$ cat config.mk
export PLATFORM = sky130hd
export DESIGN_NAME = bcs_cell
export DESIGN_NICKNAME = d
export VERILOG_FILES = /design/src/hw/rtl/bcs_pkg.sv /design/src/hw/rtl/bcs_cell.sv
export SDC_FILE = /design/constraint.sdc
export NUM_CORES = 2
export LEC_CHECK = 0
export BUFFER_PORTS_ARGS = -buffer_cell sky130_fd_sc_hd__buf_4
export CAP_MARGIN = 15
export CORE_ASPECT_RATIO = 0.9
export CORE_UTILIZATION = 60
export DETAILED_ROUTE_END_ITERATION = 10
export PLACE_DENSITY = 0.89
export SYNTH_ARGS = -nofsm -noshare
export SYNTH_HDL_FRONTEND = slang
export SYNTH_SLANG_ARGS = --single-unit
$ cat constraint.sdc
create_clock -name clk_i -period 9 [get_ports clk_i]
set_clock_uncertainty 0.15 [all_clocks]
set_input_delay 0.9 -clock clk_i [delete_from_list [all_inputs] [get_ports clk_i]]
set_output_delay 0.9 -clock clk_i [all_outputs]
set_load 0.02 [all_outputs]
$ cat src/hw/rtl/bcs_pkg.sv
`default_nettype none
package bcs_pkg;

  localparam int MaxPoints  = 33;
  localparam int MaxSamples = 64;
  localparam int CntW       = 6;
  localparam int WgtW       = 32;
  localparam int CrdW       = 32;
  localparam int ParW       = 31;

  localparam logic [WgtW-1:0] OneQ30 = WgtW'(1) << 30;

  // register slots on the configuration port
  localparam logic RegSampleCount = 1'b0;
  localparam logic RegThreeD      = 1'b1;

  // per-cycle command to every weight cell
  typedef struct packed {
    logic load;
    logic raise;
    logic shift;
  } cell_ctl_t;

endpackage
`default_nettype wire

$ cat src/hw/rtl/bcs_cell.sv
`default_nettype none
module bcs_cell (
  input  logic                      clk_i,
  input  bcs_pkg::cell_ctl_t        ctl_i,
  input  logic [bcs_pkg::WgtW-1:0]  seed_i,
  input  logic [bcs_pkg::ParW-1:0]  t_i,
  input  logic [bcs_pkg::ParW-1:0]  u_i,
  input  logic [bcs_pkg::WgtW-1:0]  w_lo_i,
  input  logic [bcs_pkg::WgtW-1:0]  w_hi_i,
  output logic [bcs_pkg::WgtW-1:0]  w_o
);
  import bcs_pkg::*;

  logic [WgtW-1:0]      w_q, w_d;
  logic [ParW+WgtW-1:0] prod_u, prod_t;
  logic [63:0]          sum;

  // degree raise: u*own + t*lower neighbour, rounded to nearest
  assign prod_u = u_i * w_q;
  assign prod_t = t_i * w_lo_i;
  assign sum    = 64'(prod_u) + 64'(prod_t) + (64'd1 << 29);

  always_comb begin
    w_d = w_q;
    if (ctl_i.load) begin
      w_d = seed_i;
    end else if (ctl_i.raise) begin
      w_d = sum[61:30];
    end else if (ctl_i.shift) begin
      w_d = w_hi_i;
    end
  end

  always_ff @(posedge clk_i) begin
    w_q <= w_d;
  end

  assign w_o = w_q;

endmodule
`default_nettype wire

### After elaboration in Yosys (flattened, before gate mapping)

Index checks and enable logic that the tools add are counted.

* register bits after elaboration: 32
* input bits: 162
* output and inout bits: 32
* logic and storage cells: 9

* add/sub/neg operators: 2
* $mul: 2
* muxes and demuxes: 3
* reduce and logical (&&, ||, !) cells: 1

Operator list (number)
* multiplier 31 x 32 -> 62 bit: 2
* 2-to-1 mux 32 bit: 3
* adder 62 x 30 -> 62 bit, second input constant: 1
* adder 62 bit: 1
* nonzero test 3 bit: 1

### Depth between registers and ports, before layout

* depth in word-level cells: 5
* mapped depth: 31
* gate-level depth less buffers: 29

### Worst setup path after synthesis

Ideal clock, no wire load.

* path kind: input to register
* start point: in u_i[8] (netlist name)
* end point: reg w_q[28], in the netlist w_o[28], data pin
* arrival time: 8.374 ns
* setup slack: 0.212 ns
* stages: 29
* buffers on the path: 1
* cell sequence: clkbuf_1 -> nand2_1 -> fa_1 -> inv_1 -> fa_1 -> inv_1 -> fa_1 -> fa_1 -> inv_1 -> fa_1 -> inv_1 -> fa_1 -> inv_1 -> fa_1 -> fa_1 -> inv_1 -> fa_1 -> inv_1 -> ha_1 -> a21oi_1 -> o21ai_1 -> a2111oi_2 -> o41ai_2 -> a31oi_4 -> o211a_1 -> o31ai_4 -> a2111oi_2 -> mux2i_1 -> nand3_1

* word-level cells in the longest chain between the ends: 5

Ends and longest elaborated chain
* start, declared: line bcs_cell.sv:7 `input logic [bcs_pkg::ParW-1:0] u_i,`
* multiplier 31 x 32 -> 62 bit: line bcs_cell.sv:19 `assign prod_u = u_i * w_q;`
* adder 62 bit: line bcs_cell.sv:21 `assign sum = 64'(prod_u) + 64'(prod_t) + (64'd1 << 29);`
* adder 62 x 30 -> 62 bit: line bcs_cell.sv:21
* 2-to-1 mux 32 bit: line bcs_cell.sv:27 `end else if (ctl_i.raise) begin`
* 2-to-1 mux 32 bit: line bcs_cell.sv:25 `if (ctl_i.load) begin`
* via w_d[28]: line bcs_cell.sv:14 `logic [WgtW-1:0] w_q, w_d;`
* end signal, assigned: line bcs_cell.sv:35 `w_q <= w_d;`
* end, declared: line bcs_cell.sv:14

The timed path passes the listed nets, and every way through them passes these cells.
A chain may end at the register's enable or synchronous reset.

### Worst setup path after layout

* start point: in u_i[8] (netlist name)
* end point: reg w_q[25], in the netlist w_o[25], data pin

The elaborated chain is that of the path after synthesis.

==> results.md <==
- GR Util All Layers: 0.361
- Async SR Flop Fraction: 0
- Max Fclk: 112 MHz
- Cts bufs inserted: 5
- Router iterations before antenna repair: 8
- Die Ht: 316 um
- Hold slack final: 0.753 ns
- Final Hold Fails: 0
- Main combinational cell family by area after synthesis: adder cells
- Worst setup EP type: register
- Detailed Place HPWL: between 150000 and 200000 um
- Yosys warns: 0
- Clock Latency Late Sink: 0.31 ns
- Final setup fails: 0
- Die footprint: 111000 um^2
- Final-stage net count: 9939
- Largest net degree at the start of global routing: between 60 and 70
- Total negative slack: 0 ns
- Max-Cap Viols: 0
- Final Slew Violations: 0
- Slew headroom: 0.517
- Post-Synth Adder-Cell Area: 0.655
- Final period utilization: 0.996
- Critical Path Start Type: primary input
- Crit Path Max Fanout: 8
- DR iter-0 viols: around 4100
- Initial antenna violation count: 13
- Ports: around 190
- Max reg flops: 32
- First-pass GRT wire length: 302000 um
- Most frequent CP cell: fa_1
- # fillers: between 7000 and 8000
- Post-Synth Simple-Gate Area: 0.163
- Hold Path Origin: seed_i[12]
- Synthesized instance count: 7177
- CP required: 8.88 ns
- Synth Area in XOR/XNOR: 0.00521
- # rows: 114
- CTS tree: yes
- EDFF count, synth: 32
- Post-route ant nets: 0
- PortBufs: between 150 and 200
- RSZ-0062 raised after global routing: true
- Top cell type's share of synthesized area: 0.564
- Worst-Margin Slew: 0.725 ns
- WL/cell: 21.4 um
- Sequential share of the synthesized area: 0.0146
- Layout Cell Area excl Fill: 72600 um^2
- Synth area leaders: fa_1 (56%), inv_1 (12%), and2_1 (9.5%)
- Status: finished, final reports clean
- Max clock buf depth: 2
- Starting density of the core: 0.608
- Top FF cell, synth: edfxtp_1
- Critical Path Start: u_i[8]
- Syn Nets: 9667
- Hold Crit Class: in2reg
- Average size of a mapped cell: 9.14 um^2
- Compound-Gate Fraction of Synth Area: 0.0210
- Yosys cell types: 60
- Area of the core: 108000 um^2
- Clock H-tree levels: 2
- Clk sink count: 32
- Root Buffer: clkbuf_16
- Grt ovf: 0
- Vias in the first global route: 58033
- Placed inst area: 71400 um^2
- Routed vias/inst: 5.66
- Count leader, synth: inv_1
- FF+latch count, synth: 32
- WL final: roughly 190000 um
- Critical Setup Path Class: in2reg
- Clock transition at path regs: 0.06 ns
- Routability Congestion: just under 1
- Slowest cell delay on critical path: approximately 0.60 ns
- Worst Path Arrival: ~9 ns
- Remaining DRCs: 0
- Layout cells sized above 1: 0.108
- Mux share of post-synthesis cell area: 0.00261
- Post-synth top cells: inv_1 (2015), fa_1 (1849), nand2_1 (1040)
- Die span in x: 351 um
- RR Startpoint: w_o[18]$_DFFE_PP_
- Fin crit period: 8.97 ns
- Netlist Area Pre-Place: 65600 um^2
- Layout area overhead: 10.7%
- Cell taking the most area after synthesis: fa_1
- Slowest CP cell: fa_1
- Via count: 50437
## stage by stage
step | cells | worst slack [ns] | util
global route | 8909 | -0.139 | 0.673
global placement | 8879 | -0.501 | 0.661
floorplan | 7177 | 0.212 | -
CTS | 8888 | -0.0559 | 0.663
detailed placement | 8879 | -0.563 | 0.661
finish | 8913 | 0.0326 | 0.673
## critical path: cells and delay by family
family / cells / cell delay (ns)
AND/OR/NAND/NOR: 3 / 0.29
AO/OA/AOI/OAI: 6 / 1.53
XOR/XNOR: 1 / 0.06
buffers and inverters: 10 / 0.81
adder cells (fa/ha/maj): 10 / 4.99
multiplexers: 1 / 0.25
## layout by cell type (no fill, tap or decap), drive strengths merged, types with 4 or more instances in the layout
cell type	netlist	layout
a21o	24	24
or3	6	6
a22oi	11	11
edfxtp	32	32
a31oi	8	8
o31ai	4	4
ha	479	479
and2	996	996
nor2	22	22
a221oi	4	4
inv	2015	2015
nand2	1041	1041
o21a	5	5
nor3	10	10
xor2	12	12
xnor2	27	27
nand4	15	15
nor2b	9	9
clkbuf	389	5
nand3	17	17
and3	5	5
diode	0	13
o21ai	52	52
a211oi	10	10
a21oi	61	61
o21bai	9	9
mux2i	16	16
nand2b	5	5
o211ai	6	6
buf	5	659
fa	1849	1849
## what timing repair did
action / CTS / global route
setup endpoints to repair: 16 / 25
buffers inserted: 1 / 13
pin swaps: 3 / 112
gates resized for setup: 16 / 207
hold buffers: 0 / 0
## cell type report
class,instances,area (um^2),share of cell area
Timing Repair Buffer,659,5790,0.0797
Antenna cell,13,32.5,0.000448
Inverter,2015,7560,0.104
Multi-Input combinational cell,4736,56300,0.775
Tap cell,1450,1810,0.0250
Clock buffer,5,125,0.00172
Sequential cell,32,961,0.0132
Clock inverter,3,23.8,0.000327
## routing by layer
metal | vias up | wire length, um | track usage
li1 | 20640 | - | -
met1 | 25621 | 60900 | 0.404
met2 | 3060 | 95000 | 0.617
met3 | 1110 | 14800 | 0.0498
met4 | 6 | 19600 | 0.295
met5 | - | 39 | 0
## path summary, 6_finish.rpt
path                             to  slack (ns)  cells past startpoint
setup / recovery  w_o[25]$_DFFE_PP_        0.03                     31
hold / removal    w_o[12]$_DFFE_PP_        0.75                      3
setup reg to reg  w_o[25]$_DFFE_PP_        0.17                     29
hold reg to reg   w_o[31]$_DFFE_PP_        1.59                      7
## logic make-up (layout without fill, tap and decap cells)
group	Yosys count	after routing
buffers and inverters	2409	2682
adders and majority gates	2328	2328
and+or+nand+nor	2140	2140
AOI/OAI and AO/OA	212	212
xor gates and xnor gates	39	39
DFF	32	32
muxes	17	17
other	0	13
Power is not shown: default switching activity piles up to over one toggle a cycle in this logic, so the estimate is an artifact.
