[config.mk]
export PLATFORM = sky130hd
export DESIGN_NAME = bcs_mac
export DESIGN_NICKNAME = d
export VERILOG_FILES = /design/src/hw/rtl/bcs_pkg.sv /design/src/hw/rtl/bcs_mac.sv
export SDC_FILE = /design/constraint.sdc
export NUM_CORES = 2
export LEC_CHECK = 0
export ABC_AREA = 1
export BUFFER_PORTS_ARGS = -buffer_cell sky130_fd_sc_hd__buf_2
export CAP_MARGIN = 20
export CELL_PAD_IN_SITES_DETAIL_PLACEMENT = 0
export CELL_PAD_IN_SITES_GLOBAL_PLACEMENT = 2
export CORE_MARGIN = 1
export CORE_UTILIZATION = 24
export CTS_CLUSTER_SIZE = 24
export DETAILED_ROUTE_END_ITERATION = 12
export GPL_ROUTABILITY_DRIVEN = 1
export PLACE_DENSITY = 0.55
export SLEW_MARGIN = 30
export SYNTH_ARGS = -nofsm -noshare
export SYNTH_HDL_FRONTEND = slang
export SYNTH_SLANG_ARGS = --single-unit
export TNS_END_PERCENT = 1
[constraint.sdc]
create_clock -name clk_i -period 6.8 [get_ports clk_i]
set_clock_uncertainty 0.05 [all_clocks]
set_input_delay 1.02 -clock clk_i [delete_from_list [all_inputs] [get_ports clk_i]]
set_output_delay 1.02 -clock clk_i [all_outputs]
set_load 0.01 [all_outputs]
[src/hw/rtl/bcs_pkg.sv]
`default_nettype none
package bcs_pkg;

  localparam int MaxPoints  = 33;
  localparam int MaxSamples = 64;
  localparam int CntW       = 6;
  localparam int WgtW       = 32;
  localparam int CrdW       = 32;
  localparam int ParW       = 31;

  localparam logic [WgtW-1:0] OneQ30 = WgtW'(1) << 30;

  // register slots on the configuration port
  localparam logic RegSampleCount = 1'b0;
  localparam logic RegThreeD      = 1'b1;

  // per-cycle command to every weight cell
  typedef struct packed {
    logic load;
    logic raise;
    logic shift;
  } cell_ctl_t;

endpackage
`default_nettype wire

[src/hw/rtl/bcs_mac.sv]
`default_nettype none
module bcs_mac (
  input  logic                             clk_i,
  input  logic                             clr_i,
  input  logic                             mul_en_i,
  input  logic                             acc_en_i,
  input  logic [bcs_pkg::WgtW-1:0]         w_i,
  input  logic signed [bcs_pkg::CrdW-1:0]  p_i,
  output logic signed [bcs_pkg::CrdW-1:0]  res_o
);
  import bcs_pkg::*;

  logic signed [WgtW:0]   w_s;
  logic signed [2*CrdW:0] mul;
  logic signed [63:0]     prod_q;
  logic signed [63:0]     acc_q;
  logic [63:0]            biased;
  logic signed [34:0]     rnd;

  // weight as a positive signed operand, full-width product
  assign w_s = $signed({1'b0, w_i});
  assign mul = w_s * p_i;

  // weight times coordinate, then accumulate
  always_ff @(posedge clk_i) begin
    if (mul_en_i) begin
      prod_q <= mul[63:0];
    end
    if (clr_i) begin
      acc_q <= '0;
    end else if (acc_en_i) begin
      acc_q <= acc_q + prod_q;
    end
  end

  // round to nearest, ties up, then saturate
  assign biased = acc_q + 64'h8000_0000_2000_0000;
  assign rnd    = $signed({1'b0, biased[63:30]}) - 35'sh2_0000_0000;

  always_comb begin
    if (rnd > 35'sh0_7FFF_FFFF) begin
      res_o = 32'sh7FFF_FFFF;
    end else if (rnd < -35'sh0_8000_0000) begin
      res_o = -32'sh8000_0000;
    end else begin
      res_o = rnd[31:0];
    end
  end

endmodule
`default_nettype wire

# After elaboration in Yosys (flattened, before gate mapping)
# Cells that the tools add are included.
[op_classes]
add_sub_neg = 3
mul = 1
magnitude_cmp = 2
muxes = 2
[op_table]
columns = ["cell", "count"]
rows = [
  ["adder 64 bit", 1],
  ["adder 64 bit, second input constant", 1],
  ["multiplier 33 x 32 -> 64 bit", 1],
  ["two-way mux 32 bit", 2],
  ["> comparator 35 x 32 -> 1 bit, second input constant", 1],
  ["< comparator 35 x 32 -> 1 bit, second input constant", 1],
  ["subtractor 34 x 34 -> 35 bit, second input constant", 1],
]
[totals]
register_bits = 128

# Longest topological paths before layout
[depth]
depth_word = 5
depth_mapped = 31

# Worst setup path before layout
# OpenSTA, ideal clock, no wires.
[synth_timing]
kind = "input -> register"
from = "in w_i[31] in the netlist's numbering"
to = "reg prod_q[47], data pin"
setup_ns = 0.259
t_arrival_ns = 6.740
t_required_ns = 6.491
slack_ns = -0.249
cell_stages = 22
path_buffers = 1
cell_sequence = "clkbuf_1 -> nand2_1 -> fa_1 -> inv_1 -> fa_1 -> fa_1 -> inv_1 -> fa_1 -> inv_1 -> fa_1 -> fa_1 -> fa_1 -> inv_1 -> fa_1 -> inv_1 -> ha_1 -> a21oi_1 -> o21a_1 -> a21boi_0 -> o21bai_1 -> nand3b_1 -> xor2_1"
[synth_between]
elab_chain_cells = 1
[synth_lines]
columns = ["item", "line_no", "rtl"]
rows = [
  ["start, declared", "bcs_mac.sv:7", "input logic [bcs_pkg::WgtW-1:0] w_i,"],
  ["multiplier 33 x 32 -> 64 bit", "bcs_mac.sv:22", "assign mul = w_s * p_i;"],
  ["net mul[47]", "bcs_mac.sv:14", "logic signed [2*CrdW:0] mul;"],
  ["end signal, assigned", "bcs_mac.sv:27", "prod_q <= mul[63:0];"],
  ["end, declared", "bcs_mac.sv:15", "logic signed [63:0] prod_q;"],
]
# The timed path passes the listed nets, and every way through them passes these cells.
# A chain may end at the register's enable or synchronous reset.

# Final worst setup path
[layout_timing]
from = "in p_i[31] in the netlist's numbering"
to = "reg prod_q[57], data pin"
[layout_between]
elab_chain_cells = 1
[layout_lines]
columns = ["item", "line_no", "rtl"]
rows = [
  ["start, declared", "bcs_mac.sv:8", "input logic signed [bcs_pkg::CrdW-1:0] p_i,"],
  ["multiplier 33 x 32 -> 64 bit", "bcs_mac.sv:22", ""],
  ["net mul[57]", "bcs_mac.sv:14", ""],
]
# The timed path passes the listed nets, and every way through them passes these cells.

==> impl_metrics.toml <==
[outcome]
status = "finished, violations left"
violations = "DRC, setup timing"

[setup_path]
critPathTopFamily = "adder cells"
max_stage_delay_ns = 0.57
crit_buf_inv = 7
r2r.worst_path.cells = 16
end_kind = "flip-flop"
worstPathCellList = "buf_2 > inv_1 > buf_12 > buf_12 > or2_2 > fa_1 > fa_1 > fa_1 > fa_1 > fa_1 > fa_1 > fa_1 > fa_1 > inv_1 > ha_4 > buf_4 > nand2_2 > o21ai_1 > a21oi_2 > buf_4 > o21bai_1 > nand3_1 > nand4_1 > nand2_1"
worstPathArrival_ns = 7.35
r2r_start = "prod_q[0]$_DFFE_PP_"
setup.worst_path.class = "primary input to flip-flop"
crit_top_cell = "fa_1"
r2r_end = "acc_q[50]$_SDFFE_PP0P_"
r2r_setup_slack_ns = 3.75
startpoint = "p_i[31]"
required_ns = 7.01
slowest_stage = "fa_1"
start_kind = "primary input"
worst-path-max-fanout = 16

[sta]
hold_ws_ns = 0.4520
hold_viol = 0
worst_slew_pin_slew_ns = 0.8708
max_freq_mhz = 140.0
finalWorstSetupSlack_ns = -0.3450
setup_viol = 40
final-max-slew-violation-count = 0
relSlewSlack_pct = 41.73
grt_setup_unrepaired = "yes"
min_period_ns = 7.145
post-route-period-util_pct = 105.1

[synthesis]
yosysUniqueCellTypes = 43
synth_seq_cells = 128
syn_inst = 6266
syn_area_um2 = 45630
synth_top_area_cell = "fa_1"
yosysWarnings = 0
synth_nets = 7587
synth-edff-count = 64
syn_avg_cell_area_um2 = 7.281
synth_ff_type = "edfxtp_1"
synth-async-reset-ratio_pct = 0
yosysSeqAreaShare_pct = 7.020
synth_area_leaders = "fa_1 39%, inv_1 16%, nand2_1 14%, ha_1 9.7%, edfxtp_1 4.2%"
synth_top_area_share_pct = 39.40

[die]
ios = 100
die_area_um2 = 191900
start_util_pct = 24.22
rows = 159
die_w_um = 438.0
dieHeight_um = 438.0
coreArea_um2 = 188400

[placement]
place_hpwl_mm = 148.8
dp_cells = 9193
gp_congestion = 0.8520
numPortBuffers = 99

[route]
first_pass_iters = 11
vias_per_cell = 4.139
vias = 38190
dr.first_iter.drc_count = 1587
antenna_left = 0
routed_wl_mm = 165.0
routedWlPerCell_um = 17.88
drc = 10

[cells_and_area]
area_growth_pct = 20.35
layout.nets = 8040
final_util_pct = 29.14
final_layout_size_suffix_gt1_share_pct = 13.40
diodes = 0
fin_cells = 9227

[clock_tree]
cts_sinks = 128
cts-root-buf = "clkbuf_16"
clock_latency_ns = 0.50
cts_buffers = 17
clk_pin_slew_worst_paths_ns = 0.07
tritoncts = "built"
ctsHoldBuffers = 0
cts.htree.levels = 4
cts_buffer_depth = 2

[global_route]
grt_max_degree = 55
grt_overflow = 0
antenna_found_initial = 0
grtUsageMet2_pct = 31.69
grt_use_total_pct = 17.77
grtUsageMet3_pct = 1.053
met1_usage_pct = 24.16
grt_pass1_vias = 42500
grt_first_pass_wirelength_mm = 260.0
grt.busiest_layer = "met2"

[hold_path]
hold_depth = 2
hold_class = "flip-flop to flip-flop"
min_to = "acc_q[28]$_SDFFE_PP0P_"
hold_start = "acc_q[28]$_SDFFE_PP0P_"

[flow_run]
maxCapViolCount = 0
[registers in the layout, indices dropped and copies added (netlist names)]
signal and cells:
acc_q 64, prod_q 64
[worst min-delay path, cell delays in order, from the launching register on]
cell	delay (ns)
dfxtp_1	0.34
o211ai_1	0.09
inv_1	0.05
[metal layers]
metal / share of wire [%] / vias to the layer above
li1: - / 18800
met1: 48 / 19000
met2: 50 / 334
met3: 1.7 / 56
met4: 0.68 / 0
met5: 0 / -
[cell usage in the layout, fill, tap and decap left out, types with 17 or more instances in the layout]
master	n
dfxtp_1	64
xor2_1	85
nor3_1	27
inv_1	1881
o21ai_0	83
nor2_1	301
nand4_1	26
a21oi_2	34
xnor2_1	18
nand3_1	138
buf_4	501
o21ai_1	26
a21oi_1	156
fa_2	19
nand2_2	36
nor2_2	34
clkbuf_16	17
buf_12	62
fa_1	879
ha_4	18
ha_1	335
nand2_1	1673
buf_2	72
edfxtp_1	64
o21bai_1	23
[cell usage after synthesis, types with 8 or more instances]
cell type	count
ha_1	355
a21o_1	11
xnor2_1	18
nand2_1	1699
o21ai_0	118
clkbuf_1	211
nor3_1	30
nand2_2	15
inv_1	1887
a21oi_1	197
nand4_1	26
nand3_1	144
xor2_1	86
or2_2	10
fa_1	898
a31oi_1	8
edfxtp_1	64
o21bai_1	30
nor2_1	340
dfxtp_1	64
[per-stage QoR]
stage                     setup TNS (ns)  setup WS, ns  instance area, µm²
after global placement            -54.24        -1.366               53450
final                             -9.047       -0.3450               54910
after global routing              -19.16       -0.5445               54910
after CTS                         -10.73       -0.3725               54580
after detailed placement          -54.90        -1.364               53460
after floorplan                   -1.211      -0.07543               46000
[cells by family after synthesis]
logic type / share of synthesized area (%)
AND/OR/NAND/NOR: 19.85
adder cells (fa/ha/maj): 49.14
AO/OA/AOI/OAI: 4.596
buffers and inverters: 17.40
flip-flops: 7.020
XOR/XNOR: 1.996
[timing repair]
item / 4_1_cts / 5_1_grt
endpoints found under the hold margin: 0 / 0
pin swaps: 13 / 32
buffers inserted: 2 / 0
endpoints found under the setup margin: 49 / 51
resized for setup: 150 / 106
[worst max path at each step]
| stage | to | slack (ns) | cells after the start |
|---|---|---|---|
| floorplan | prod_q[56]$_DFFE_PP_ | -0.08 | 26 |
| global placement | prod_q[48]$_DFFE_PP_ | -1.37 | 25 |
| detailed placement | prod_q[48]$_DFFE_PP_ | -1.36 | 24 |
| CTS | prod_q[45]$_DFFE_PP_ | -0.37 | 26 |
| global route | prod_q[47]$_DFFE_PP_ | -0.54 | 29 |
| finish | prod_q[57]$_DFFE_PP_ | -0.34 | 24 |
[area by class of cell]
type / instances / area [µm²]
Sequential cell: 128 / 3203
Timing Repair Buffer: 653 / 5554
Tap cell: 2495 / 3122
Inverter: 1888 / 7087
Fill cell: 20860 / 133500
Multi-Input combinational cell: 4031 / 35380
Clock buffer: 18 / 439.2
Clock inverter: 14 / 127.6
Power is not shown: default switching activity piles up to over one toggle a cycle in this logic, so the estimate is an artifact.
