## src/hw/rtl/bcs_pkg.sv

```systemverilog
`default_nettype none
package bcs_pkg;

  localparam int MaxPoints  = 33;
  localparam int MaxSamples = 64;
  localparam int CntW       = 6;
  localparam int WgtW       = 32;
  localparam int CrdW       = 32;
  localparam int ParW       = 31;

  localparam logic [WgtW-1:0] OneQ30 = WgtW'(1) << 30;

  // register slots on the configuration port
  localparam logic RegSampleCount = 1'b0;
  localparam logic RegThreeD      = 1'b1;

  // per-cycle command to every weight cell
  typedef struct packed {
    logic load;
    logic raise;
    logic shift;
  } cell_ctl_t;

endpackage
`default_nettype wire

```

## src/hw/rtl/bcs_param.sv

```systemverilog
`default_nettype none
module bcs_param (
  input  logic                      clk_i,
  input  logic                      rst_ni,
  input  logic                      start_i,
  input  logic [bcs_pkg::CntW-1:0]  m_i,
  input  logic                      step_i,
  output logic                      busy_o,
  output logic [bcs_pkg::ParW-1:0]  t_o,
  output logic [bcs_pkg::ParW-1:0]  u_o
);
  import bcs_pkg::*;

  logic            busy_q;
  logic [4:0]      bit_q;
  logic [CntW:0]   drem_q;
  logic [ParW-1:0] quo_q;
  logic [CntW-1:0] m_q;
  logic [ParW-1:0] t_q;
  logic [CntW-1:0] trem_q;
  logic [CntW:0]   shifted;
  logic [CntW:0]   tsum;

  // restoring division of 2^30 by m, one quotient bit a cycle
  assign shifted = {drem_q[CntW-1:0], (bit_q == 5'd30)};
  // running remainder for t = round(k*2^30/m)
  assign tsum    = {1'b0, trem_q} + drem_q;

  always_ff @(posedge clk_i or negedge rst_ni) begin
    if (!rst_ni) begin
      busy_q <= 1'b0;
      bit_q  <= '0;
    end else if (start_i) begin
      busy_q <= 1'b1;
      bit_q  <= 5'd30;
    end else if (busy_q) begin
      bit_q <= bit_q - 5'd1;
      if (bit_q == 5'd0) begin
        busy_q <= 1'b0;
      end
    end
  end

  always_ff @(posedge clk_i) begin
    if (start_i) begin
      m_q    <= m_i;
      drem_q <= '0;
      quo_q  <= '0;
      t_q    <= '0;
      trem_q <= m_i >> 1;
    end else if (busy_q) begin
      if (shifted >= {1'b0, m_q}) begin
        drem_q <= shifted - {1'b0, m_q};
        quo_q  <= {quo_q[ParW-2:0], 1'b1};
      end else begin
        drem_q <= shifted;
        quo_q  <= {quo_q[ParW-2:0], 1'b0};
      end
    end else if (step_i) begin
      if (tsum >= {1'b0, m_q}) begin
        t_q    <= t_q + quo_q + ParW'(1);
        trem_q <= CntW'(tsum - {1'b0, m_q});
      end else begin
        t_q    <= t_q + quo_q;
        trem_q <= tsum[CntW-1:0];
      end
    end
  end

  assign busy_o = busy_q;
  assign t_o    = t_q;
  assign u_o    = ParW'(OneQ30) - t_q;

endmodule
`default_nettype wire

```

## config.mk

```make
export PLATFORM = sky130hd
export DESIGN_NAME = bcs_param
export DESIGN_NICKNAME = d
export VERILOG_FILES = /design/src/hw/rtl/bcs_pkg.sv /design/src/hw/rtl/bcs_param.sv
export SDC_FILE = /design/constraint.sdc
export NUM_CORES = 1
export LEC_CHECK = 0
export BUFFER_PORTS_ARGS = -buffer_cell sky130_fd_sc_hd__clkbuf_2
export CORE_ASPECT_RATIO = 1.2
export CORE_MARGIN = 4
export CORE_UTILIZATION = 57
export DETAILED_ROUTE_END_ITERATION = 6
export PLACE_DENSITY = 0.88
export SLEW_MARGIN = 20
export SYNTH_ARGS = -nofsm -noshare
export SYNTH_HDL_FRONTEND = slang
export SYNTH_SLANG_ARGS = --single-unit
```

## constraint.sdc

```tcl
create_clock -name clk_i -period 4.33 [get_ports clk_i]
set_clock_uncertainty 0.05 [all_clocks]
set_input_delay 0.866 -clock clk_i [delete_from_list [all_inputs] [get_ports clk_i]]
set_output_delay 0.866 -clock clk_i [all_outputs]
set_load 0.1 [all_outputs]
```

# Yosys cells after proc, flatten, opt, wreduce, memory -nomap -nowiden
# Index checks and enable logic that the tools add are counted.
# W data, S select, Z words.
# op_classes
add_sub_neg	7
n_lt_le_gt_ge	2
eq_ne	2
mux	12
bitwise_logic	1
reduce_logical	5
# op_table
op	count
$add A31 B1 Y31 const B	1
$add A31 B31 Y31	1
$mux W31	1
$sub A31 B31 Y31 const A	1
$mux W5	5
$ge A7 B6 Y1	2
$add A6 B7 Y7	1
$mux W7	1
$sub A7 B6 Y7	1
$mux W6	1
$sub A6 B6 Y6	1
$eq A5 B5 Y1 const B	1
$logic_not A5 Y1	1
$sub A5 B1 Y5 const B	1
$mux W1	4
$reduce_and A2 Y1	2
$reduce_bool A2 Y1	2
$ne A2 B2 Y1 const B	1
$not A1 Y1	1
# word_totals
register_bits	87
input_bits	10

# Depth between registers and ports, before layout
# Gate-level depths: netlist of run 1.
# depth
ltp_word	6
depth_mapped	17

# Least setup slack after synthesis of run 1
# No wires, ideal clock.
# synth_timing
path_kind	reg2out
startpoint	register t_q[1], in the netlist t_o[1]
endpoint	output port u_o[30] (netlist bit)
arrival_time_ps	4226
required_time_ps	3414
slack_ps	-812
stages_incl_launch_ff	11
path_buffers	0
path_cell_list	dfxtp_1 -> inv_1 -> ha_1 -> nand3b_1 -> or2_2 -> nor2_1 -> nand2_1 -> or4_1 -> or3_1 -> nor3_1 -> xor2_1
# synth_via
elab_chain_len	1
# synth_rtl
item	line_no	text
start, declared	bcs_param.sv:19	logic [ParW-1:0] t_q;
start signal, assigned	bcs_param.sv:61	t_q <= t_q + quo_q + ParW'(1);
start signal, assigned	bcs_param.sv:64	t_q <= t_q + quo_q;
$sub A31 B31 Y31	bcs_param.sv:72	assign u_o = ParW'(OneQ30) - t_q;
end, declared	bcs_param.sv:10	output logic [bcs_pkg::ParW-1:0] u_o
# Every way passes these cells.

# Worst setup path in the final report of run 1
# Ends and elaborated chain as after synthesis.

==> impl_metrics.yaml, run 1 <==
clock_network:
  cts_root_buf: "clkbuf_16"
  cts_buffers: 9
  clock_path_buffers: 2
  insertion_delay_ns: 0.36
  cts.reportedPaths.clkPinSlew_ns: 0.07
  ctsHoldBuffers: 0
  cts_sinks: 87
  htree_num_levels: 3
  cts_tree: "done"
timing:
  setup_slack_ns: 0.0955
  fin_crit_sh: 0.978
  slew_headroom: 0.377
  setup_tns_ns: 0
  hold_viol_final: 0
  max_freq_ghz: 0.236
  finalSetupViolCount: 0
  drv_slew: 0
  period_needed_ns: 4.23
  tightest_slew_ns: 0.934
  holdWs_ns: 0.283
detailed_routing:
  drt-total-wl_um: 20400
  avgViaCountPerCell: 6.38
  first_iter_violations: 613
  vias: 7046
  post_drt_wl_per_cell_um: 18.5
  dr.pass1.iters: 7
  postRouteAntennaNets: 0
  drc: 5
critical_path:
  worstPathRequired_ns: 3.41
  critPathLaunchType: "register"
  critical_path_class: "register to output pin"
  end_kind: "output pin"
  critPathArrivalTime_ns: 3.32
  cp_max_fo: 6
placed_design:
  postPlaceCellArea_mm2: 0.00794
  gp_congestion: 0.955
  dp_slack_ns: 0.0981
  io_buffers: 72
  dp_hpwl_um: 14800
status:
  outcome: "finished, violations left"
  failed_checks: "DRC"
yosys:
  syn_inst: 874
  synth_top_cell_area_share: 0.197
  synth_edf_count: 11
  synth_top_area_cell: "dfxtp_1"
  netlist_top_cells_area: "dfxtp_1 (20%), ha_1 (9.3%), xnor2_1 (6.6%)"
  synth.avg_cell_area_um2: 8.15
  synthDistinctLibCells: 79
  yosys_warnings: 0
  synth_flop_cell: "dfxtp_1"
  ys_seq_area_frac: 0.264
  synthesis.area_mm2: 0.00712
  ys_seq_elements: 87
  synth_nets: 941
  synth-async-reset-ratio: 0.0690
layout:
  n_antenna_cell: 0
  syn_to_final_growth_pct: 18.5
  final_nets: 1006
  drive_above_1_share: 0.189
  fill_cells: 916
  postLayoutCellArea_mm2: 0.00844
  final_util: 0.694
pwr:
  power_density_mw_per_mm2: 349
  ir_drop_v: 0.000292
  cellLeakagePower_nw: 3.86
floorplanning:
  start_util: 0.585
  fp-row-count: 44
  ios: 73
  die-area_mm2: 0.0144
  die_h_um: 130
  core_area_mm2: 0.0122
  die_w_um: 110
min_path:
  min_path_type: "input pin to asynchronous set/reset pin"
global_route:
  antenna_found_initial: 0
  grt_overflow: 0
  gr-usage-all-layers: 0.281
  grt_pass1_wl_um: 31900
  grt_max_degree: 49
  first_global_vias: 6586
flow_run:
  cap_violations: 0
## worst paths after layout
kind                                     endpoint  depth (start not counted)  slack [ns]                    from
max reg2reg                  t_o[30]$_SDFFE_PP0P_                         15        0.17  drem_q[0]$_SDFFE_PP0P_
min in group clk_i         trem_q[5]$_SDFFE_PP0P_                          2        0.42  trem_q[5]$_SDFFE_PP0P_
max in group asynchronous        busy_o$_DFF_PN0_                          1        3.77                  rst_ni
min                          bit_q[4]$_DFFE_PN0P_                          1        0.28                  rst_ni
max                                       u_o[30]                         11         0.1     t_o[1]$_SDFFE_PP0P_
min reg2reg                trem_q[5]$_SDFFE_PP0P_                          2        0.42  trem_q[5]$_SDFFE_PP0P_
## flip-flops by register name, indices dropped and copies added (netlist names)
name,flops
trem_q,6
t_o,31
busy_o,1
drem_q,7
bit_q,5
quo_q,31
m_q,6
## placed cells by master (no fill, tap or decap), types with 23 or more instances in the layout
| cell type | n |
|---|---|
| a211oi_1 | 31 |
| dfxtp_1 | 66 |
| nor2_1 | 109 |
| o21ai_0 | 34 |
| mux2i_1 | 34 |
| nand2_1 | 76 |
| inv_1 | 30 |
| xor2_1 | 23 |
| clkbuf_2 | 60 |
| a21oi_1 | 53 |
| ha_1 | 52 |
| xnor2_1 | 42 |
| nor3_1 | 24 |
## what timing repair did
action / in CTS / in global routing
hold endpoints to repair: 0 / 0
setup endpoints to repair: 7 / 16
setup buffers: 0 / 3
gates cloned: 0 / 0
gates resized for setup: 7 / 18
pin swaps: 1 / 5
## worst max-delay path, stage by stage, from the launching register on
cell and delay, ns:
dfxtp_1 0.38, inv_1 0.12, ha_2 0.21, nand3b_1 0.11, or2_2 0.33, nor2_1 0.17, nand2_1 0.11, or4_4 0.46
or3_4 0.42, nor3_4 0.22, xor2_2 0.22, buf_12 0.20
## metrics by stage
step	power [mW]	std cells
3_5_place_dp	1.99	1086
3_3_place_gp	1.95	1086
4_1_cts	2.89	1102
5_1_grt	3.08	1105
2_1_floorplan	1.79	874
6_report	2.95	1105
## where the power goes
group,total (mW),switching (mW),internal (mW)
clock,0.903,0.345,0.558
combinational,1.09,0.655,0.438
sequential,0.949,0.0553,0.894
## per-layer routing
metal  vias up  GRT usage  share of wire
li1       3311          -              -
met1      3341      0.350           0.40
met2       326      0.484           0.49
met3        68     0.0432          0.075
met4         0      0.114          0.036
met5         -          0              0
## area by class of cell
type                            instances  area (um^2)  area share
Tap cell                              161          201      0.0239
Clock inverter                          4         73.8     0.00875
Inverter                               31          116      0.0138
Timing Repair Buffer                   92          663      0.0786
Multi-Input combinational cell        718         5230       0.620
Sequential cell                        87         1890       0.224
Clock buffer                           12          268      0.0317
## Yosys cell counts, drive strengths merged (3+ instances only)
master	number
nand2b	5
dfrtp	6
o21bai	4
or4	7
buf	12
and4	7
nor4b	3
fa	4
a21boi	5
nor2	109
o2111ai	3
edfxtp	11
o211ai	7
nand2	76
o31ai	5
xor2	26
xnor2	54
nor4	16
a211o	5
a31o	3
or3	13
o21ai	43
a211oi	37
mux2i	34
and2	4
a31oi	3
a311oi	5
nand3	21
clkbuf	26
nor2b	11
nand4	14
a21o	16
nor3	31
and3	3
o21a	7
dfxtp	70
ha	53
inv	31
a21oi	59
## kinds of logic after synthesis
family	Yosys count	share of synthesized area
compound gates	217	0.214
simple gates	328	0.228
buf+inv	69	0.0385
mux	36	0.0515
xor+xnor	80	0.0995
fa+ha+maj	57	0.104
flops	87	0.264
Power figures use the tool's default switching activity.
==> run 2, diff against run 1 <==
Settings changed: ABC_AREA set to 1, SETUP_SLACK_MARGIN set to 0.3, SLEW_MARGIN 20 to not set.
==> impl_metrics.yaml, run 2 <==
yosys:
  synthesis.area_mm2: 0.00758
  synth_top_cell_area_share: 0.185
  synth_flop_cell: "dfxtp_1"
  synth_common_cells: "nand2_1 (336), inv_1 (201), nor2_1 (110), nand3_1 (96), dfxtp_1 (70)"
  synth.area.mux_share: 0
  synth-async-reset-ratio: 0.0690
  synth_fa_ha_area_frac: 0.0980
  yosys_warnings: 0
  synth_xor_xnor_area_share: 0.0520
  ys_seq_elements: 87
  synth_most_common_cell: "nand2_1"
  syn_inst: 1209
  synthDistinctLibCells: 47
  synthSimpleGateAreaFrac: 0.367
  synth_nets: 1276
  netlist_top_cells_area: "dfxtp_1 (18%), nand2_1 (17%), inv_1 (10%)"
  ys_seq_area_frac: 0.248
  synth.avg_cell_area_um2: 6.27
  synth_edf_count: 11
  synth_top_family_by_area: "simple AND/OR/NAND/NOR gates"
  synth_compound_area_frac: 0.117
  synth_top_area_cell: "dfxtp_1"
placed_design:
  io_buffers: 72
  dp_hpwl_um: 17400
  gp_congestion: 0.931
  dp.cells: 1435
global_route:
  gr-usage-all-layers: 0.283
  grt_overflow: 0
  grt_pass1_wl_um: 34800
  antenna_found_initial: 0
  grt_max_degree: 35
  first_global_vias: 7543
floorplanning:
  die_w_um: 113
  ios: 73
  die_h_um: 134
  core_area_mm2: 0.0128
  start_util: 0.591
  fp-row-count: 45
  die-area_mm2: 0.0152
critical_path:
  timing.rr.start: "trem_q[0]$_DFFE_PP_"
  end_kind: "output pin"
  worstSetupStartpoint: "t_o[1]$_SDFFE_PP0P_"
  critical_path_class: "register to output pin"
  cp_max_fo: 5
  critPathArrivalTime_ns: 3.06
  worstPathRequired_ns: 3.41
  critPathLaunchType: "register"
clock_network:
  cts.reportedPaths.clkPinSlew_ns: 0.07
  ctsHoldBuffers: 0
  clock_path_buffers: 2
  cts_tree: "done"
  cts_buffers: 9
  cts_sinks: 87
  insertion_delay_ns: 0.35
  htree_num_levels: 3
  cts_root_buf: "clkbuf_16"
min_path:
  min_path_type: "input pin to asynchronous set/reset pin"
layout:
  final_util: 0.672
  final_nets: 1350
  syn_to_final_growth_pct: 13.8
  final_cells: 1452
  layout_common_cells: "nand2_1 (336), inv_1 (201), nor2_1 (108)"
  drive_above_1_share: 0.139
  layout_commonest_cell: "nand2_1"
  n_antenna_cell: 0
status:
  outcome: "complete, no violations"
timing:
  tightest_slew_ns: 0.960
  max_freq_ghz: 0.252
  fin_crit_sh: 0.917
  rsz0062_at_grt: "true"
  finalSetupViolCount: 0
  period_needed_ns: 3.97
  drv_slew: 0
  hold_viol_final: 0
  slew_headroom: 0.359
pwr:
  switchingPower_mw: 1.21
  cell_internal_pwr_mw: 1.87
  combPwrFrac: 0.414
  power_density_mw_per_mm2: 357
  cellLeakagePower_nw: 4.39
  seq_power_share: 0.312
  pwr-share-clk: 0.274
  netSwitchingFraction: 0.392
  ir_drop_v: 0.000721
detailed_routing:
  drc: 0
  drt-total-wl_um: 21700
  postRouteAntennaNets: 0
  avgViaCountPerCell: 5.57
  post_drt_wl_per_cell_um: 14.9
  vias: 8089
  first_iter_violations: 611
  dr.pass1.iters: 6
flow_run:
  cap_violations: 0
-- run 2: logic make-up after synthesis --
group | count (synthesis)
AOI/OAI and AO/OA | 155
xor gates and xnor gates | 45
adders and majority gates | 57
buffers and inverters | 235
DFF | 87
and+or+nand+nor | 630
-- run 2: routing by layer --
layer	global-route usage	part of all wire
met5	0	0
met1	0.341	0.41
met2	0.509	0.49
met3	0.0311	0.059
met4	0.114	0.033
-- run 2: final timing paths --
| kind | to | slack [ns] | cells past startpoint |
|---|---|---|---|
| max | u_o[26] | 0.36 | 10 |
| min | bit_q[2]$_DFFE_PN0P_ | 0.28 | 1 |
| max reg2reg | t_o[4]$_SDFFE_PP0P_ | 0.65 | 18 |
| min reg2reg | quo_q[26]$_SDFFE_PP0P_ | 0.44 | 2 |
| max in group asynchronous | busy_o$_DFF_PN0_ | 3.79 | 1 |
| min in group clk_i | quo_q[26]$_SDFFE_PP0P_ | 0.44 | 2 |
-- run 2: worst max-delay path, stage by stage (launching register included) --
cell and delay, ns:
dfxtp_1 0.37, inv_1 0.10, ha_1 0.18, nand2_1 0.07, nor2_1 0.17, nand3_1 0.19
nor3_4 0.33, nand4_1 0.22, or3_1 0.45, xor2_2 0.16, buf_2 0.45
-- run 2: final cells by class --
cell class | count | area, um^2
well taps | 164 | 205
repair buffers | 80 | 443
flip-flops and latches | 87 | 1880
clock buffers | 11 | 233
multi-input cells | 887 | 4970
clock inverters | 5 | 82.6
inverters | 218 | 818
fillers | 1145 | 4210
-- run 2: repair_timing --
action | CTS | global route
pin swaps | 0 | 2
setup endpoints to repair | 5 | 9
hold endpoints to repair | 0 | 0
setup buffers | 0 | 1
gates resized for setup | 2 | 20
gates cloned | 0 | 0
-- run 2: power by group through the flow --
stage / logic [mW] / clock network (mW) / registers [mW]
detailed placement: 1.25 / 0 / 0.978
global route: 1.42 / 0.877 / 0.967
finish: 1.28 / 0.843 / 0.961
global placement: 1.20 / 0 / 0.975
CTS: 1.25 / 0.845 / 0.960
floorplan: 0.964 / 0 / 0.957
-- run 2: stage by stage --
step	setup TNS (ns)	total power [mW]	hold WS, ns	instance area (um^2)	setup slack [ns]
CTS	0	3.06	0.289	8590	0.324
floorplan	-0.0960	1.92	0.399	7720	-0.0960
global placement	0	2.17	0.417	8270	0.680
detailed placement	0	2.22	0.434	8270	0.544
global route	0	3.26	0.296	8630	0.225
finish	0	3.08	0.284	8630	0.358
==> run 3, diff against run 2 <==
Settings changed: MAX_ROUTING_LAYER set to met4.
==> impl_metrics.yaml, run 3 (same netlist as run 2, synthesis figures left out) <==
timing:
  tightest_slew_ns: 1.03
  slew_headroom: 0.311
  hold_viol_final: 0
  setup_tns_ns: 0
  period_needed_ns: 3.81
  fin_crit_sh: 0.880
  rsz0062_at_grt: "true"
  holdWs_ns: 0.284
  max_freq_ghz: 0.262
  finalSetupViolCount: 0
  drv_slew: 0
floorplanning:
  die-area_mm2: 0.0152
  start_util: 0.591
  ios: 73
  die_h_um: 134
  core_area_mm2: 0.0128
  fp-row-count: 45
  die_w_um: 113
critical_path:
  cp_max_fo: 5
  critical_path_class: "register to output pin"
  crit_chain: "inv_1, ha_1, nand2_1, nor2_1, nand3_1, nor3_4, nand4_1, nor2_1, nand3_1, inv_1, nand2_1, xnor2_2, clkbuf_2"
  critPathLaunchType: "register"
  end_kind: "output pin"
  worstPathRequired_ns: 3.41
  critPathArrivalTime_ns: 2.89
  critPathMaxStageDelay_ns: 0.47
  cp_slowest_cell: "clkbuf_2"
  path_buf_inv: 3
  path_delay_family: "simple AND/OR/NAND/NOR gates"
pwr:
  cellLeakagePower_nw: 4.39
  p_total_mw: 3.10
  power_density_mw_per_mm2: 359
  ir_drop_v: 0.000675
status:
  outcome: "complete, no violations"
detailed_routing:
  vias: 7961
  drt-total-wl_um: 21600
  dr.pass1.iters: 7
  post_drt_wl_per_cell_um: 14.9
  drc: 0
  first_iter_violations: 684
  postRouteAntennaNets: 0
  avgViaCountPerCell: 5.48
flow_run:
  cap_violations: 0
clock_network:
  cts_tree: "done"
  cts_root_buf: "clkbuf_16"
  insertion_delay_ns: 0.35
  ctsHoldBuffers: 0
  clock_path_buffers: 2
  cts_buffers: 9
  cts.reportedPaths.clkPinSlew_ns: 0.07
  cts_sinks: 87
  htree_num_levels: 3
global_route:
  first_global_vias: 7441
  grt_pass1_wl_um: 35000
  antenna_found_initial: 0
  gr-usage-all-layers: 0.294
  grt_max_degree: 35
  grt_overflow: 0
layout:
  n_antenna_cell: 0
  final_nets: 1350
  layout_common_cells: "nand2_1 (336), inv_1 (201), nor2_1 (108)"
  postLayoutCellArea_mm2: 0.00863
  drive_above_1_share: 0.139
  layout_commonest_cell: "nand2_1"
  final_cells: 1452
  syn_to_final_growth_pct: 13.8
placed_design:
  dp_hpwl_um: 17100
  postPlaceCellArea_mm2: 0.00827
  io_buffers: 72
  gp_congestion: 0.937
  dp.cells: 1435
min_path:
  min_path_type: "input pin to asynchronous set/reset pin"
[run 3: metrics by stage]
stage	worst slack, ns	utilization
after global placement	0.680	0.644
after CTS	0.321	0.670
after global routing	0.271	0.672
after detailed placement	0.630	0.644
after floorplan	-0.0960	-
final	0.519	0.672
[run 3: layout make-up]
class | count | area (um^2)
inverters | 218 | 818
well taps | 164 | 205
fillers | 1138 | 4210
multi-input cells | 887 | 4960
clock inverters | 5 | 81.3
clock buffers | 11 | 243
repair buffers | 80 | 435
flip-flops and latches | 87 | 1880
[run 3: timing repair]
action	CTS	global route
buffers inserted	0	1
resized for setup	1	14
setup endpoints to repair	1	10
[run 3: worst paths after layout]
check	start	to	slack, ns	cells after the start
max	t_o[1]$_SDFFE_PP0P_	u_o[30]	0.52	13
min	rst_ni	bit_q[2]$_DFFE_PN0P_	0.28	1
max reg2reg	drem_q[0]$_SDFFE_PP0P_	t_o[29]$_SDFFE_PP0P_	0.64	21
min reg2reg	quo_q[25]$_SDFFE_PP0P_	quo_q[26]$_SDFFE_PP0P_	0.44	2
max in group asynchronous	rst_ni	bit_q[1]$_DFFE_PN0P_	3.79	1
min in group clk_i	quo_q[25]$_SDFFE_PP0P_	quo_q[26]$_SDFFE_PP0P_	0.44	2
[run 3: per-layer routing]
layer,GRT usage,part of all wire,vias to the layer above
met3,0.0302,0.056,46
met5,-,0,-
li1,-,-,4011
met2,0.518,0.50,255
met1,0.348,0.42,3649
met4,0.103,0.027,0
[run 3: where the power goes]
part           switching [mW]  internal (mW)
logic                   0.811          0.462
clock network           0.345          0.522
registers              0.0585          0.902
total                    1.21           1.89
